--- src/rtl/core/clk24_pkg.sv ---
// Package for the 24-hour clock block: result type, register map,
// reset values and seven-segment decode. No dependencies.
`timescale 1ns / 1ps

package clk24_pkg;

  localparam int unsigned CfgWidth = 6;

  // Register indexes on the APB port (byte address = 4 * index)
  localparam logic REG_ALARM_PERIOD   = 1'b0;
  localparam logic REG_ALARM_DURATION = 1'b1;

  localparam logic [CfgWidth-1:0] ALARM_PERIOD_RST   = 6'd2;
  localparam logic [CfgWidth-1:0] ALARM_DURATION_RST = 6'd5;

  localparam logic [5:0] SEC_MAX  = 6'd59;
  localparam logic [5:0] MIN_MAX  = 6'd59;
  localparam logic [4:0] HOUR_MAX = 5'd23;

  typedef struct packed {
    logic [4:0] hours;
    logic [5:0] minutes;
    logic       in_set_mode;
    logic       setting_hours;
    logic       buzzer_on;
    logic [7:0] hour_tens_seg;
    logic [7:0] hour_units_seg;
    logic [7:0] minute_tens_seg;
    logic [7:0] minute_units_seg;
  } result_t;

  // Active-low segment pattern for one decimal digit
  function automatic logic [7:0] seg_of(input logic [3:0] digit);
    logic [7:0] seg;
    case (digit)
      4'd0:    seg = 8'h80;
      4'd1:    seg = 8'hF1;
      4'd2:    seg = 8'h44;
      4'd3:    seg = 8'h60;
      4'd4:    seg = 8'h31;
      4'd5:    seg = 8'h22;
      4'd6:    seg = 8'h02;
      4'd7:    seg = 8'hF0;
      4'd8:    seg = 8'h00;
      4'd9:    seg = 8'h20;
      default: seg = 8'hFF;
    endcase
    return seg;
  endfunction

  // Tens digit of a value below 64, by a short compare chain
  function automatic logic [3:0] tens_of(input logic [5:0] v);
    logic [3:0] t;
    t = 4'd0;
    for (int k = 1; k <= 6; k++) begin
      if (v >= 6'(10 * k)) t = 4'(k);
    end
    return t;
  endfunction

  function automatic logic [3:0] units_of(input logic [5:0] v);
    logic [5:0] r;
    r = v - ({2'b00, tens_of(v)} * 6'd10);
    return r[3:0];
  endfunction

endpackage

--- src/rtl/core/clock_24h_set_mode_alarm.sv ---
// 24-hour clock with set mode, periodic buzzer and seven-segment decode.
// Depends on clk24_pkg.
//
// Usage:
//   Input channel (item_valid / item_stall): one beat per control-loop pass,
//   carrying second_tick and the debounced button presses.
//   Result channel (result_valid / result_stall): one beat per input beat,
//   with the time, mode bits, buzzer level and four active-low digit patterns.
//   APB port: alarm_period at 0x0, alarm_duration at 0x4 (6 bits each);
//   write only while the block is idle.
// Results: each accepted beat is registered into the output register or the skid entry.
// Throughput: one beat per cycle while item_stall is low; the clock state updates
//   in a single registered pass at the accept edge.
// Stalls: a two-entry result buffer (output register plus skid) lets one more
//   beat in while a result waits; item_stall rises only when both are full.
// Reset: clock at 00:00:00, set mode with minutes selected, buzzer off,
//   alarm_period 2, alarm_duration 5, both buffer entries empty.
`timescale 1ns / 1ps

module clock_24h_set_mode_alarm (
  input  logic        clk,
  input  logic        rst,
  // input channel
  input  logic        item_valid,
  output logic        item_stall,
  input  logic        second_tick,
  input  logic        mode_press,
  input  logic        field_press,
  input  logic        up_press,
  input  logic        down_press,
  // result channel
  output logic        result_valid,
  input  logic        result_stall,
  output logic [4:0]  hours,
  output logic [5:0]  minutes,
  output logic        in_set_mode,
  output logic        setting_hours,
  output logic        buzzer_on,
  output logic [7:0]  hour_tens_seg,
  output logic [7:0]  hour_units_seg,
  output logic [7:0]  minute_tens_seg,
  output logic [7:0]  minute_units_seg,
  // configuration
  input  logic        psel,
  input  logic        penable,
  input  logic        pwrite,
  input  logic [2:0]  paddr,
  input  logic [31:0] pwdata,
  output logic [31:0] prdata,
  output logic        pready
);

  // configuration registers
  logic [5:0] alarm_period;
  logic [5:0] alarm_duration;

  // clock state; the alarm second count always equals second_count
  // (same reset, same tick, same rollover), so one register serves both
  logic [5:0] second_count, second_count_next;
  logic [5:0] minute_count, minute_count_next;
  logic [4:0] hour_count, hour_count_next;
  logic [5:0] alarm_minute_count, alarm_minute_count_next;
  logic       setting, setting_next;
  logic       field_is_hours, field_is_hours_next;
  logic       buzzer, buzzer_next;

  clk24_pkg::result_t res_next, out_q, skid_q;
  logic skid_valid;
  logic accept, take;

  assign pready = 1'b1;
  assign prdata = (paddr[2] == clk24_pkg::REG_ALARM_DURATION) ?
                  {26'd0, alarm_duration} : {26'd0, alarm_period};

  always_ff @(posedge clk) begin
    if (rst) begin
      alarm_period   <= clk24_pkg::ALARM_PERIOD_RST;
      alarm_duration <= clk24_pkg::ALARM_DURATION_RST;
    end else if (psel && penable && pwrite) begin
      if (paddr[2] == clk24_pkg::REG_ALARM_PERIOD) begin
        alarm_period <= pwdata[5:0];
      end else begin
        alarm_duration <= pwdata[5:0];
      end
    end
  end

  assign accept = item_valid && !skid_valid;
  assign take   = result_valid && !result_stall;
  assign item_stall = skid_valid;

  // single pass of the control loop
  always_comb begin
    logic [5:0] sec_inc;
    logic [5:0] am_inc;
    logic       sec_roll;
    logic       min_roll;

    second_count_next       = second_count;
    minute_count_next       = minute_count;
    hour_count_next         = hour_count;
    alarm_minute_count_next = alarm_minute_count;
    setting_next            = setting;
    field_is_hours_next     = field_is_hours;
    buzzer_next             = buzzer;
    sec_inc  = second_count + 6'(second_tick);
    sec_roll = sec_inc > clk24_pkg::SEC_MAX;
    min_roll = 1'b0;
    am_inc   = alarm_minute_count;

    if (mode_press) begin
      setting_next = !setting;
      if (!setting) field_is_hours_next = 1'b0;
    end
    if (setting_next && field_press) field_is_hours_next = !field_is_hours_next;

    if (setting_next) begin
      buzzer_next = 1'b0;
      if (field_is_hours_next) begin
        if (up_press) begin
          hour_count_next = (hour_count >= clk24_pkg::HOUR_MAX) ? 5'd0 : hour_count + 5'd1;
        end else if (down_press) begin
          hour_count_next = (hour_count == 5'd0) ? clk24_pkg::HOUR_MAX : hour_count - 5'd1;
        end
      end else begin
        if (up_press) begin
          minute_count_next = (minute_count >= clk24_pkg::MIN_MAX) ? 6'd0
                                                                   : minute_count + 6'd1;
        end else if (down_press) begin
          minute_count_next = (minute_count == 6'd0) ? clk24_pkg::MIN_MAX
                                                     : minute_count - 6'd1;
        end
      end
    end else begin
      second_count_next = sec_roll ? 6'd0 : sec_inc;
      if (sec_roll) begin
        am_inc   = alarm_minute_count + 6'd1;
        min_roll = minute_count >= clk24_pkg::MIN_MAX;
        minute_count_next = min_roll ? 6'd0 : minute_count + 6'd1;
      end
      if (min_roll) begin
        hour_count_next = (hour_count >= clk24_pkg::HOUR_MAX) ? 5'd0 : hour_count + 5'd1;
      end
      alarm_minute_count_next = am_inc;
      if (am_inc >= alarm_period) begin
        buzzer_next             = 1'b1;
        alarm_minute_count_next = 6'd0;
      end
      // turn-off is applied after turn-on, so it wins in the same pass
      if (second_count_next == alarm_duration) buzzer_next = 1'b0;
    end

    res_next.hours            = hour_count_next;
    res_next.minutes          = minute_count_next;
    res_next.in_set_mode      = setting_next;
    res_next.setting_hours    = field_is_hours_next;
    res_next.buzzer_on        = buzzer_next;
    res_next.hour_tens_seg    = clk24_pkg::seg_of(clk24_pkg::tens_of({1'b0, hour_count_next}));
    res_next.hour_units_seg   = clk24_pkg::seg_of(clk24_pkg::units_of({1'b0, hour_count_next}));
    res_next.minute_tens_seg  = clk24_pkg::seg_of(clk24_pkg::tens_of(minute_count_next));
    res_next.minute_units_seg = clk24_pkg::seg_of(clk24_pkg::units_of(minute_count_next));
  end

  always_ff @(posedge clk) begin
    if (rst) begin
      second_count       <= 6'd0;
      minute_count       <= 6'd0;
      hour_count         <= 5'd0;
      alarm_minute_count <= 6'd0;
      setting            <= 1'b1;
      field_is_hours     <= 1'b0;
      buzzer             <= 1'b0;
    end else if (accept) begin
      second_count       <= second_count_next;
      minute_count       <= minute_count_next;
      hour_count         <= hour_count_next;
      alarm_minute_count <= alarm_minute_count_next;
      setting            <= setting_next;
      field_is_hours     <= field_is_hours_next;
      buzzer             <= buzzer_next;
    end
  end

  // result buffer control: output register first, skid entry behind it
  always_ff @(posedge clk) begin
    if (rst) begin
      result_valid <= 1'b0;
      skid_valid   <= 1'b0;
    end else if (!result_valid || take) begin
      if (skid_valid) begin
        result_valid <= 1'b1;
        skid_valid   <= 1'b0;
      end else begin
        result_valid <= accept;
      end
    end else if (accept) begin
      skid_valid <= 1'b1;
    end
  end

  // result buffer payload
  always_ff @(posedge clk) begin
    if (!result_valid || take) begin
      if (skid_valid) begin
        out_q <= skid_q;
      end else if (accept) begin
        out_q <= res_next;
      end
    end else if (accept) begin
      skid_q <= res_next;
    end
  end

  assign hours            = out_q.hours;
  assign minutes          = out_q.minutes;
  assign in_set_mode      = out_q.in_set_mode;
  assign setting_hours    = out_q.setting_hours;
  assign buzzer_on        = out_q.buzzer_on;
  assign hour_tens_seg    = out_q.hour_tens_seg;
  assign hour_units_seg   = out_q.hour_units_seg;
  assign minute_tens_seg  = out_q.minute_tens_seg;
  assign minute_units_seg = out_q.minute_units_seg;

endmodule

--- config.mk ---
export PLATFORM = sky130hd
export DESIGN_NAME = clock_24h_set_mode_alarm
export DESIGN_NICKNAME = d
export VERILOG_FILES = /design/src/rtl/core/clk24_pkg.sv /design/src/rtl/core/clock_24h_set_mode_alarm.sv
export SDC_FILE = /design/constraint.sdc
export NUM_CORES = 1
export LEC_CHECK = 0
export ABC_AREA = 1
export BUFFER_PORTS_ARGS = -buffer_cell sky130_fd_sc_hd__buf_4
export CAP_MARGIN = 20
export CORE_MARGIN = 2
export CORE_UTILIZATION = 57
export DETAILED_ROUTE_END_ITERATION = 10
export MAX_ROUTING_LAYER = met4
export PLACE_DENSITY = 0.84
export RECOVER_POWER = 50
export SYNTH_ARGS = -nofsm -noshare
export SYNTH_HDL_FRONTEND = slang
export SYNTH_SLANG_ARGS = --single-unit
--- constraint.sdc ---
create_clock -name clk -period 5.5 [get_ports clk]
set_input_delay 0.55 -clock clk [delete_from_list [all_inputs] [get_ports clk]]
set_output_delay 0.55 -clock clk [all_outputs]
set_load 0.005 [all_outputs]
Yosys cells after proc, flatten, opt, wreduce, memory -nomap -nowiden --
Memory sizes are Yosys's and may differ from the RTL's. Index checks and enable logic that the tools add are counted.
Word-level totals: input bits 47, ROM bits 512, output and inout port bits 81, register bits after elaboration 132, memories 4, logic and storage cells 126
Cells by class: $mul 2, eq/ne operators 1, add/subtract/negate cells 8, muxes and demuxes 43, reductions and logical operators 20, magnitude comparators 16, bitwise logic cells 3
Memory list:
- (name not given) | words 16, bits a word 8, read ports 1, clocked after Yosys merged registers in 0, write ports 0, line clk24_pkg.sv:35 | case (digit)
- (name not given) | words 16, bits a word 8, read ports 1, clocked after Yosys merged registers in 0, write ports 0, line clk24_pkg.sv:35
- (name not given) | words 16, bits a word 8, read ports 1, clocked after Yosys merged registers in 0, write ports 0, line clk24_pkg.sv:35
- (name not given) | words 16, bits a word 8, read ports 1, clocked after Yosys merged registers in 0, write ports 0, line clk24_pkg.sv:35
Operators by type and width (count):
- $mux 46 | 2
- $mux 6 | 12
- $mux 4 | 10
- $mux 5 | 7
- $ge 6x6->1 const B | 4
- $ge 5x6->1 const B | 3
- $ge 5x5->1 const B | 3
- $add 6x1->6 const B | 2
- $ge 6x5->1 const B | 2
- $mux 1 | 12
- $reduce_and 2->1 | 5
- $mul 4x3->3 const B | 2
- $sub 4x4->4 | 2
- $add 6x1->6 | 1
- $eq 6x6->1 | 1
- $ge 6x4->1 const B | 1
- $ge 6x6->1 | 1
- $gt 6x6->1 const B | 1
- $logic_not 6->1 | 1
- $sub 6x1->6 const B | 1
- $add 5x1->5 const B | 1
- $ge 5x4->1 const B | 1
- $logic_and 1x1->1 | 5
- $logic_not 1->1 | 5
- other kinds (6) | 8

Logic depth before layout (Yosys ltp) --
Gate-level depths: netlist of run 1. An unclocked memory read counts as a cell.
depth in word-level cells 18, depth in mapped cells 29, mapped depth without buffers 28

Least setup slack after synthesis of run 1 --
OpenSTA, ideal clock, no wires.
path type input-to-reg, start point input second_tick, end point register out_q, in the netlist minute_units_seg[0], data pin, data required time 5.248 ns, setup time 0.252 ns, cell stages on the path 21, path slack 1.532 ns, data arrival time 3.716 ns, buffers on the path 1, cell sequence ha_1 -> ha_1 -> nand2_1 -> nand3_2 -> nor2_4 -> nand2_4 -> buf_6 -> o211ai_4 -> nand2_4 -> nor2_4 -> nand2_1 -> a21oi_1 -> inv_1 -> fa_1 -> xnor2_1 -> nand3b_4 -> nand2_4 -> nand2_8 -> nand2_4 -> nand2_1 -> nand2_1
RTL lines:
- start: declaration | line clock_24h_set_mode_alarm.sv:26 | input logic second_tick,
- end signal: assignment | line clock_24h_set_mode_alarm.sv:205 | out_q <= skid_q;
- end signal: assignment | line clock_24h_set_mode_alarm.sv:207 | out_q <= res_next;
- end: declaration | line clock_24h_set_mode_alarm.sv:67 | clk24_pkg::result_t res_next, out_q, skid_q;

==> results of run 1 <==
layer usage:
layer | part of all wire | wire (um) | GRT usage
met1 | 0.43 | 6440 | 0.284
met2 | 0.49 | 7370 | 0.385
met3 | 0.056 | 838 | 0.0505
met4 | 0.023 | 350 | 0.100
met5 | 0 | 0 | -
flip-flops by register name, indices dropped and copies added, names as in the netlist, 6 cells and up:
signal / cells
alarm_duration: 6
alarm_minute_count: 6
alarm_period: 6
hour_units_seg: 8
minute_count: 6
minute_tens_seg: 7
minute_units_seg: 8
minutes: 6
second_count: 6
skid_q: 42
Yosys cell counts, types with 4 or more instances:
cell type / number / area share
sky130_fd_sc_hd__o211ai_1: 4 / 0.0041
sky130_fd_sc_hd__nor2_2: 7 / 0.0060
sky130_fd_sc_hd__buf_2: 6 / 0.0041
sky130_fd_sc_hd__o21ai_1: 8 / 0.0055
sky130_fd_sc_hd__nand3_2: 8 / 0.011
sky130_fd_sc_hd__nor2_1: 49 / 0.025
sky130_fd_sc_hd__a21oi_1: 42 / 0.029
sky130_fd_sc_hd__nand2_4: 18 / 0.028
sky130_fd_sc_hd__nand4_1: 7 / 0.0060
sky130_fd_sc_hd__a31oi_1: 6 / 0.0051
sky130_fd_sc_hd__buf_4: 31 / 0.032
sky130_fd_sc_hd__xor2_1: 6 / 0.0072
sky130_fd_sc_hd__dfxtp_1: 40 / 0.11
sky130_fd_sc_hd__edfxtp_1: 84 / 0.35
sky130_fd_sc_hd__ha_1: 31 / 0.053
sky130_fd_sc_hd__inv_2: 6 / 0.0031
sky130_fd_sc_hd__o21ai_0: 69 / 0.047
sky130_fd_sc_hd__inv_1: 80 / 0.041
sky130_fd_sc_hd__xnor2_1: 6 / 0.0072
sky130_fd_sc_hd__nand3_1: 49 / 0.034
sky130_fd_sc_hd__nand2_2: 22 / 0.019
sky130_fd_sc_hd__inv_4: 4 / 0.0034
sky130_fd_sc_hd__nand2_1: 219 / 0.11
sky130_fd_sc_hd__clkbuf_1: 18 / 0.0092
worst min-delay path: stages:
cell and delay (ns):
sky130_fd_sc_hd__buf_4 0.08, sky130_fd_sc_hd__nand2_1 0.04, sky130_fd_sc_hd__nand3_1 0.07
cells in the final DEF, fill, tap and decap left out, drive strengths merged, types with 5 or more instances in the layout:
cell,netlist,layout
dfxtp,40,40
a31oi,6,6
edfxtp,84,84
nand2,260,260
xor2,6,6
nand3,60,60
bufinv,0,6
clkinv,0,5
clkbuf,18,67
a21oi,42,42
inv,90,90
conb,2,30
o211ai,5,5
ha,31,31
nand4,8,8
o21ai,78,78
nor2,59,59
xnor2,6,6
buf,40,24
area by class of cell:
class,count,area (um2)
multi-input cells,614,3360
clock buffers,19,433
repair buffers,72,504
fillers,996,4160
flip-flops and latches,124,3320
inverters,90,348
well taps,172,215
clock inverters,13,221
logic make-up after synthesis:
| family | after synthesis | synth area share |
|---|---|---|
| fa+ha+maj | 33 | 0.0585 |
| other cells | 2 | 0.00103 |
| flops | 124 | 0.455 |
| buf+inv | 148 | 0.0974 |
| simple gates | 399 | 0.269 |
| xor+xnor | 12 | 0.0144 |
| mux | 1 | 0.00137 |
| compound gates | 139 | 0.103 |
where the power goes:
part / total, mW / switching, mW / internal [mW]
combinational: 1.05 / 0.665 / 0.381
sequential: 1.25 / 0.0443 / 1.21
clock: 1.25 / 0.405 / 0.844
per-stage QoR:
step | hold slack (ns) | cells | area (um2) | setup slack [ns]
after floorplan | 0.450 | 886 | 7420 | 1.53
after global placement | 0.468 | 1071 | 7820 | 0.977
after detailed placement | 0.472 | 1072 | 7840 | 0.817
after CTS | 0.337 | 1104 | 8490 | 1.11
after global routing | 0.351 | 1104 | 8400 | 0.408
final | 0.345 | 1104 | 8400 | 0.882
path summary, 6_finish.rpt:
path,slack [ns],endpoint,start
max,0.88,minute_units_seg[4],setting
min,0.34,alarm_duration[2],pwdata[2]
max reg2reg,0.88,minute_units_seg[4],setting
min reg2reg,0.48,alarm_minute_count[5],alarm_minute_count[5]
==> metrics.md, run 1 <==
| Metric | Value |
|---|---|
| DRC | `0` |
| CTS max path bufs | `2` |
| Cell family with most CP delay | `simple AND/OR/NAND/NOR gates` |
| Synth Register Bits | `124` |
| Number of primary I/O pins | `128` |
| Part of the cycle the worst path needs | `0.840` |
| Vias per cell | `5.22` |
| Detailed placement HPWL | `10100 um` |
| Overall die area | `13700 um2` |
| Worst hold path depth | `3` |
| Levels on crit path | `24` |
| Overall power after layout | `3.55 mW` |
| Violations in the final reports | `max-capacitance violations, max-slew violations` |
| HP Class | `input pin to register` |
| Crit-path cells | `inv_1 > nand2_2 > nand2_1 > nand2_1 > nand2_1 > nand2_1 > o21ai_0 > inv_1 > nand2_1 > nand2_2 > nand2_1 > nor2_4 > nor2_4 > nand2_1 > a21oi_1 > inv_1 > fa_1 > xnor2_1 > nand3b_4 > nand2_4 > nand2_8 > nand2_4 > nand2_1 > nand2_1` |
| Via count of the routed design | `5760` |
| Width of the chip | `117 um` |
| Critical Path Start Type | `register` |
| Pin count of the biggest net entering global routing | `55` |
| Number of clock sinks seen by CTS | `124` |
| Die Ht | `117 um` |
| Slew at the pin closest to its max-slew limit | `2.22 ns` |
| Core Region | `12600 um2` |
| Slew Viols, Final | `98` |
| Cell at the root of the clock tree | `sky130_fd_sc_hd__clkbuf_16` |
| Cell Pwr Density | `422 nW/um2` |
| Number of buffers inserted to repair setup after CTS | `0` |
| Outcome | `finished, violations left` |
| Worst Path Buf+Inv | `3` |
| Antenna violations before repair | `0` |
| Routability-driven placement congestion ratio | `0.883` |
| Hold bufs inserted after CTS | `0` |
| Largest driver fanout on the critical path | `17` |
| Core utilization of the finished layout | `0.669` |
| Main flop type after synthesis | `sky130_fd_sc_hd__edfxtp_1` |
| Gr usage total | `0.236` |
| Most repeated library cell on the critical path | `sky130_fd_sc_hd__nand2_1` |
| Clock latency on the worst-skew pair | `0.42 ns` |
| Number of warning messages in the yosys log | `0` |
| Iteration-0 DRC count of the detailed router | `464` |
| Netlist cell types | `47` |
| Highest ir drop seen on vdd | `153 uV` |
| Final hold viol count | `0` |
| Routed wire length | `15000 um` |
| Detailed-router iteration count before antenna repair | `5` |
| Max Fclk | `217 MHz` |
| CTS HTree Levels | `4` |
| Sequential fraction of the synthesis area | `0.455` |
| Worst path arrival time | `4.78 ns` |
| Number of synthesized flops with an enable pin | `84` |
| Std cell rows | `41` |
| Worst clock skew on the final layout | `0.00539 ns` |
| Mean instance size in the synthesized netlist | `8.52 um2` |
| Final routed wire length divided by cell count | `13.6 um` |
| Global-route congestion overflow total | `0` |
| Final critical-path required period | `4.62 ns` |
| Antenna fix cells | `0` |
| Starting density of the core | `0.582` |
| Synth Instances | `858` |
| RSZ-0062 raised after global routing | `false` |
| P_leak | `3.80 nW` |
| Via count of the first global-routing pass | `5286` |
| Number of CTS-inserted buffers | `17` |
| Number of failing setup endpoints in the final timing report | `0` |
| Fraction of layout instances using a drive strength above 1 | `0.172` |
| Share of flip-flops with an asynchronous set or reset after synthesis | `0` |
| Cell with the largest stage delay on the worst path | `sky130_fd_sc_hd__nand2_1` |
| Slew Limit Headroom | `-0.480` |
| Number of max-cap violations | `2` |
| Worst path required time | `5.66 ns` |
| Port Buffer Count | `69` |
| Synthesis-to-layout area growth | `15.0%` |
| Reg clk slew, reported paths | `0.06 ns` |
| Number of cells traversed by the worst register-to-register path | `24` |
| Number of nets at the end of the flow | `999` |
| Count of nets left with antenna violations after detail routing | `0` |
| Gates resized, CTS repair | `0` |
| Worst path max stage delay | `0.43 ns` |
| Wire length of the first global-routing pass | `24400 um` |
| Clock tree from TritonCTS | `built` |
| Setup CP Type | `register to register` |
| Final setup TNS | `0 ns` |
| Setup crit end kind | `register` |
| Synth Cell Area | `7310 um2` |
No activity file was read; power rests on OpenSTA's default activity.
==> inputs of run 2 (changes only) <==
Settings changed: ABC_AREA 1 to 0, CORE_UTILIZATION 57 to 51, PLACE_DENSITY 0.84 to 0.8.
Clock period 5.5 ns to 3.9 ns, I/O delays scaled along.
==> metrics.md, run 2 <==
| Metric | Value |
|---|---|
| Port Buffer Count | `69` |
| Final routed wire length divided by cell count | `16.7 um` |
| Clock network fraction of total power | `0.301` |
| Overall die area | `15500 um2` |
| Number of primary I/O pins | `128` |
| Top post-synthesis cells by count | `sky130_fd_sc_hd__nand2_1, sky130_fd_sc_hd__edfxtp_1, sky130_fd_sc_hd__nor2_1` |
| HP Class | `input pin to register` |
| Most used cells in the layout excluding fill and tap cells | `sky130_fd_sc_hd__buf_4, sky130_fd_sc_hd__nand2_1, sky130_fd_sc_hd__edfxtp_1` |
| Setup CP Type | `register to register` |
| Slew Limit Headroom | `0.436` |
| Die Ht | `124 um` |
| Flip-flop count of the largest register, all copies and words added | `42` |
| Via count of the first global-routing pass | `6304` |
| Top-count cell post-synth | `sky130_fd_sc_hd__nand2_1` |
| Vias per cell | `5.52` |
| CTS HTree Levels | `4` |
| Core Region | `14400 um2` |
| Highest ir drop seen on vdd | `307 uV` |
| Biggest area contributors in the synthesized netlist | `sky130_fd_sc_hd__edfxtp_1, sky130_fd_sc_hd__dfxtp_1, sky130_fd_sc_hd__ha_1, sky130_fd_sc_hd__nand2_1, sky130_fd_sc_hd__a21oi_1` |
| Antenna fix cells | `0` |
| Worst path required time | `4.06 ns` |
| Number of synthesized flops with an enable pin | `84` |
| Pin count of the biggest net entering global routing | `47` |
| Netlist cell types | `83` |
| Violations in the final reports | `negative setup slack` |
| Number of nets at the end of the flow | `1045` |
| Synth Register Bits | `124` |
| Mean instance size in the synthesized netlist | `9.70 um2` |
| Number of max-cap violations | `0` |
| Largest driver fanout on the critical path | `8` |
| Internal power | `4.07 mW` |
| Main flop type after synthesis | `sky130_fd_sc_hd__edfxtp_1` |
| Max Fclk | `236 MHz` |
| Most common cell after layout, fill and taps aside | `sky130_fd_sc_hd__buf_4` |
| Worst clock skew on the final layout | `0.0104 ns` |
| Worst path arrival time | `4.41 ns` |
| Global-route congestion overflow total | `0` |
| Std cell rows | `44` |
| Part of the cycle the worst path needs | `1.09` |
| Number of CTS-inserted buffers | `17` |
| Via count of the routed design | `6415` |
| Total of fill cells in the finished design | `994` |
| Hold slack final | `0.201 ns` |
| Slew Viols, Final | `0` |
| Sw Pwr | `1.86 mW` |
| Synth Cell Area | `7400 um2` |
| Routed metal-1 wire length | `8000 um` |
| Post-synth top area share | `0.341` |
| DRC | `0` |
| Antenna violations before repair | `0` |
| Max layer used | `met4` |
| Count of nets left with antenna violations after detail routing | `0` |
| Routability-driven placement congestion ratio | `0.952` |
| Detailed placement HPWL | `12700 um` |
| Width of the chip | `124 um` |
| Critical Path Start Type | `register` |
| Sequential fraction of the synthesis area | `0.449` |
| Routed length on met2 | `9900 um` |
| CTS max path bufs | `2` |
| Clock latency on the worst-skew pair | `0.43 ns` |
| Routed wire length | `19400 um` |
| Wire length of the first global-routing pass | `31800 um` |
| Power share of the combinational group | `0.402` |
| Setup crit end kind | `register` |
| Top reg by flops | `skid_q` |
| Cell at the root of the clock tree | `sky130_fd_sc_hd__clkbuf_16` |
| Final critical-path required period | `4.25 ns` |
| Net switching fraction of the power | `0.313` |
| Reg clk slew, reported paths | `0.06 ns` |
| Detailed-router iteration count before antenna repair | `5` |
| Number of warning messages in the yosys log | `0` |
| Clock tree from TritonCTS | `built` |
| RSZ-0062 raised after global routing | `true` |
| Met3 routed wirelength | `1020 um` |
| Number of failing setup endpoints in the final timing report | `30` |
| Overall power after layout | `5.93 mW` |
| P_leak | `4.32 nW` |
| Starting density of the core | `0.515` |
| Library cell occupying the most area in the post-synthesis netlist | `sky130_fd_sc_hd__edfxtp_1` |
| Fraction of layout instances using a drive strength above 1 | `0.383` |
| Cell Pwr Density | `586 nW/um2` |
| Final hold viol count | `0` |
| Synth Instances | `763` |
| Part of the total power dissipated in sequential elements | `0.298` |
| Worst setup slack after placement | `-0.537 ns` |
| Worst setup margin | `-0.346 ns` |
| Gr usage total | `0.262` |
| Slew at the pin closest to its max-slew limit | `0.843 ns` |
| Synthesis-to-layout area growth | `36.8%` |
| Iteration-0 DRC count of the detailed router | `493` |
| Number of clock sinks seen by CTS | `124` |
| Share of flip-flops with an asynchronous set or reset after synthesis | `0` |
| Outcome | `finished, violations left` |
-- run 2: changes by cell type after synthesis, moves of 18 or more --
cell and delta:
sky130_fd_sc_hd__nand3_1 -29, sky130_fd_sc_hd__mux2_2 +21, sky130_fd_sc_hd__nand2_2 -22, sky130_fd_sc_hd__nand2_4 -18, sky130_fd_sc_hd__inv_1 -44, sky130_fd_sc_hd__nand2_1 -130
sky130_fd_sc_hd__nor2_1 +27, sky130_fd_sc_hd__o21ai_0 -27
-- run 2: cell type report --
type	count	area (um2)	area share
Clock inverter	15	236	0.0233
Inverter	40	153	0.0151
Tap cell	184	230	0.0227
Timing Repair Buffer	225	1730	0.171
Clock buffer	17	425	0.0420
Sequential cell	124	3330	0.329
Multi-Input combinational cell	557	4020	0.397
-- run 2: critical path, stage by stage, from the launching register on --
cell and delay [ns]:
sky130_fd_sc_hd__dfxtp_2 0.35, sky130_fd_sc_hd__ha_4 0.17, sky130_fd_sc_hd__ha_4 0.18, sky130_fd_sc_hd__and4b_1 0.21, sky130_fd_sc_hd__and2_4 0.21, sky130_fd_sc_hd__nor2_4 0.06
sky130_fd_sc_hd__o211ai_2 0.22, sky130_fd_sc_hd__o211ai_4 0.14, sky130_fd_sc_hd__inv_2 0.11, sky130_fd_sc_hd__a21oi_4 0.04, sky130_fd_sc_hd__a32o_1 0.20, sky130_fd_sc_hd__a21oi_1 0.12
sky130_fd_sc_hd__o21a_1 0.22, sky130_fd_sc_hd__inv_2 0.08, sky130_fd_sc_hd__ha_4 0.16, sky130_fd_sc_hd__fa_2 0.34, sky130_fd_sc_hd__or3_4 0.41, sky130_fd_sc_hd__o211ai_4 0.19
sky130_fd_sc_hd__buf_6 0.17, sky130_fd_sc_hd__nor3b_4 0.28, sky130_fd_sc_hd__o41ai_2 0.11
-- run 2: per-stage QoR --
| stage | setup TNS, ns | instances | instance area [um2] | utilization |
|---|---|---|---|---|
| after floorplan | -3.41 | 791 | 7680 | - |
| after global placement | -8.25 | 1108 | 9000 | 0.627 |
| after detailed placement | -10.50 | 1108 | 9000 | 0.627 |
| after CTS | -2.34 | 1157 | 10000 | 0.697 |
| after global routing | -9.54 | 1162 | 10100 | 0.705 |
| final | -4.74 | 1162 | 10100 | 0.705 |
-- run 2: worst paths after layout --
check / from / to / slack (ns) / cells after the start
worst max register to register: second_count[0] / minute_units_seg[0] / -0.35 / 20
worst min register to register: alarm_period[1] / alarm_period[1] / 0.47 / 1
worst max-delay path: second_count[0] / minute_units_seg[0] / -0.35 / 20
worst min-delay path: pwdata[3] / alarm_period[3] / 0.20 / 3
-- run 2: power groups by stage --
| stage | clock, mW | sequential [mW] | combinational [mW] |
|---|---|---|---|
| 6_report | 1.78 | 1.77 | 2.38 |
| 3_3_place_gp | 0 | 1.78 | 1.84 |
| 2_1_floorplan | 0 | 1.80 | 1.17 |
| 4_1_cts | 1.79 | 1.77 | 2.25 |
| 5_1_grt | 1.86 | 1.78 | 2.55 |
| 3_5_place_dp | 0 | 1.79 | 1.93 |
-- run 2: per-layer routing --
metal  up-vias  track usage
li1       3089            -
met4         0       0.0886
met3        51       0.0558
met2       228        0.441
met5         -            -
met1      3047        0.313
-- run 2: kinds of logic (layout without fill, tap and decap cells) --
logic type / Yosys count / count (layout) / share of synthesized area
flops: 124 / 124 / 0.449
buf+inv: 110 / 297 / 0.0769
xor+xnor: 19 / 19 / 0.0245
other cells: 2 / 30 / 0.00101
compound gates: 191 / 191 / 0.181
fa+ha+maj: 33 / 33 / 0.0578
simple gates: 249 / 249 / 0.159
mux: 35 / 35 / 0.0514
-- run 2: what timing repair did --
item                       CTS  global route
pin swaps                   35             9
setup endpoints to repair   32            33
gates resized for setup     55            15
setup buffers               17             5
hold buffers                 0             0
==> inputs of run 3 (changes only) <==
Settings changed: SKIP_CTS_REPAIR_TIMING set to 1.
==> metrics.md, run 3 (synthesis gave the netlist of run 2 again) <==
| Metric | Value |
|---|---|
| Outcome | `finished, violations left` |
| Violations in the final reports | `negative setup slack` |
| Number of instances in the placed design | `1108` |
| Die Ht | `124 um` |
| Overall power after layout | `5.98 mW` |
| Std cell rows | `44` |
| Routed length on met2 | `10400 um` |
| Core Region | `14400 um2` |
| Slew at the pin closest to its max-slew limit | `0.796 ns` |
| Count of nets left with antenna violations after detail routing | `0` |
| Number of max-cap violations | `0` |
| Critical Path Start Type | `register` |
| Highest ir drop seen on vdd | `302 uV` |
| Final critical-path required period | `4.24 ns` |
| DRC | `0` |
| Cell at the root of the clock tree | `sky130_fd_sc_hd__clkbuf_16` |
| Worst path arrival time | `4.42 ns` |
| Detailed placement HPWL | `12700 um` |
| Final routed wire length divided by cell count | `17.4 um` |
| Number of clock sinks seen by CTS | `124` |
| Cell Pwr Density | `589 nW/um2` |
| Detailed-router iteration count before antenna repair | `5` |
| Number of primary I/O pins | `128` |
| Reg clk slew, reported paths | `0.06 ns` |
| RSZ-0062 raised after global routing | `true` |
| Global-route congestion overflow total | `0` |
| Largest driver fanout on the critical path | `4` |
| Final hold viol count | `0` |
| Routed metal-1 wire length | `8220 um` |
| Most common cell after layout, fill and taps aside | `sky130_fd_sc_hd__buf_4` |
| Gr usage total | `0.245` |
| Iteration-0 DRC count of the detailed router | `465` |
| Setup crit end kind | `register` |
| Fraction of layout instances using a drive strength above 1 | `0.390` |
| Antenna fix cells | `0` |
| Most used cells in the layout excluding fill and tap cells | `sky130_fd_sc_hd__buf_4, sky130_fd_sc_hd__edfxtp_1, sky130_fd_sc_hd__nand2_1` |
| Number of failing setup endpoints in the final timing report | `30` |
| P_leak | `4.33 nW` |
| Routed wire length | `20200 um` |
| Vias per cell | `5.57` |
| Clock tree from TritonCTS | `built` |
| Max layer used | `met4` |
| Wire length of the first global-routing pass | `30000 um` |
| Worst path required time | `4.08 ns` |
| Antenna violations before repair | `0` |
| Met3 routed wirelength | `1180 um` |
| Slew Limit Headroom | `0.467` |
| Starting density of the core | `0.515` |
| Final instance count without filler cells | `1159` |
| Synthesis-to-layout area growth | `37.3%` |
| Number of CTS-inserted buffers | `17` |
| HP Class | `input pin to register` |
| CTS max path bufs | `2` |
| Slew Viols, Final | `0` |
| Via count of the first global-routing pass | `6062` |
| Max Fclk | `236 MHz` |
| Part of the cycle the worst path needs | `1.09` |
| Overall die area | `15500 um2` |
| Number of nets at the end of the flow | `1042` |
| Flip-flop count of the largest register, all copies and words added | `42` |
| CTS HTree Levels | `4` |
| Setup CP Type | `register to register` |
| Port Buffer Count | `69` |
| Pin count of the biggest net entering global routing | `47` |
| Worst clock skew on the final layout | `0.00994 ns` |
| Via count of the routed design | `6450` |
| Worst setup margin | `-0.341 ns` |
| Top reg by flops | `skid_q` |
| Clock latency on the worst-skew pair | `0.43 ns` |
| Width of the chip | `124 um` |
| Final setup TNS | `-5.40 ns` |
| Routability-driven placement congestion ratio | `0.952` |
-- run 3: changes by cell type in the layout (fill, tap and decap cells not counted), moves of 2 or more --
cell / before / now
sky130_fd_sc_hd__nor3_2: 0 / 2
sky130_fd_sc_hd__nor3_1: 14 / 12
sky130_fd_sc_hd__buf_6: 13 / 16
sky130_fd_sc_hd__o21ai_1: 5 / 3
sky130_fd_sc_hd__nand2_4: 0 / 3
sky130_fd_sc_hd__buf_4: 211 / 205
sky130_fd_sc_hd__nand2_2: 2 / 5
sky130_fd_sc_hd__o21ai_0: 37 / 39
sky130_fd_sc_hd__nand2_1: 87 / 81
-- run 3: layout make-up --
type | instances | area [um2]
Multi-Input combinational cell | 557 | 4060
Clock inverter | 15 | 236
Tap cell | 184 | 230
Fill cell | 1006 | 4210
Inverter | 40 | 155
Timing Repair Buffer | 222 | 1720
Sequential cell | 124 | 3330
Clock buffer | 17 | 425
-- run 3: metrics by stage --
| stage | area (um2) | util | setup slack (ns) | hold WS [ns] |
|---|---|---|---|---|
| 2_1_floorplan | 7680 | - | -0.390 | 0.433 |
| 3_3_place_gp | 9000 | 0.627 | -0.396 | 0.444 |
| 3_5_place_dp | 9000 | 0.627 | -0.537 | 0.456 |
| 5_1_grt | 10200 | 0.707 | -0.468 | 0.201 |
| 4_1_cts | 9670 | 0.673 | -0.433 | 0.195 |
| 6_report | 10200 | 0.707 | -0.341 | 0.203 |
-- run 3: per-layer routing --
layer | vias up | GRT usage
li1 | 3083 | -
met1 | 3086 | 0.290
met2 | 242 | 0.411
met3 | 39 | 0.0571
met4 | 0 | 0.0866
met5 | - | -
-- run 3: critical path: stages, from the launching register on --
cell and delay (ns):
sky130_fd_sc_hd__dfxtp_4 0.35, sky130_fd_sc_hd__or4b_1 0.49, sky130_fd_sc_hd__mux2i_1 0.15, sky130_fd_sc_hd__o22ai_1 0.10
sky130_fd_sc_hd__a311o_2 0.41, sky130_fd_sc_hd__o211ai_4 0.12, sky130_fd_sc_hd__inv_2 0.09, sky130_fd_sc_hd__a21oi_4 0.15
sky130_fd_sc_hd__nor2_1 0.05, sky130_fd_sc_hd__a21oi_1 0.13, sky130_fd_sc_hd__o21a_1 0.19, sky130_fd_sc_hd__inv_2 0.06
sky130_fd_sc_hd__ha_4 0.15, sky130_fd_sc_hd__fa_2 0.34, sky130_fd_sc_hd__or3_4 0.41, sky130_fd_sc_hd__o211ai_4 0.21
sky130_fd_sc_hd__mux2_4 0.32, sky130_fd_sc_hd__mux2_4 0.25
-- run 3: path summary, 6_finish.rpt --
check             startpoint  slack, ns  cells after the start                  end
max          minute_count[1]      -0.34                     17  minute_units_seg[5]
max reg2reg  minute_count[1]      -0.34                     17  minute_units_seg[5]
min                pwdata[3]       0.20                      3      alarm_period[3]
min reg2reg  alarm_period[1]       0.47                      1      alarm_period[1]
-- run 3: where the power goes --
group | total (mW) | switching, mW | leakage (nW) | internal, mW
Clock | 1.78 | 0.638 | 0.320 | 1.15
Combinational | 2.43 | 1.20 | 2.89 | 1.22
Sequential | 1.77 | 0.0643 | 1.12 | 1.71
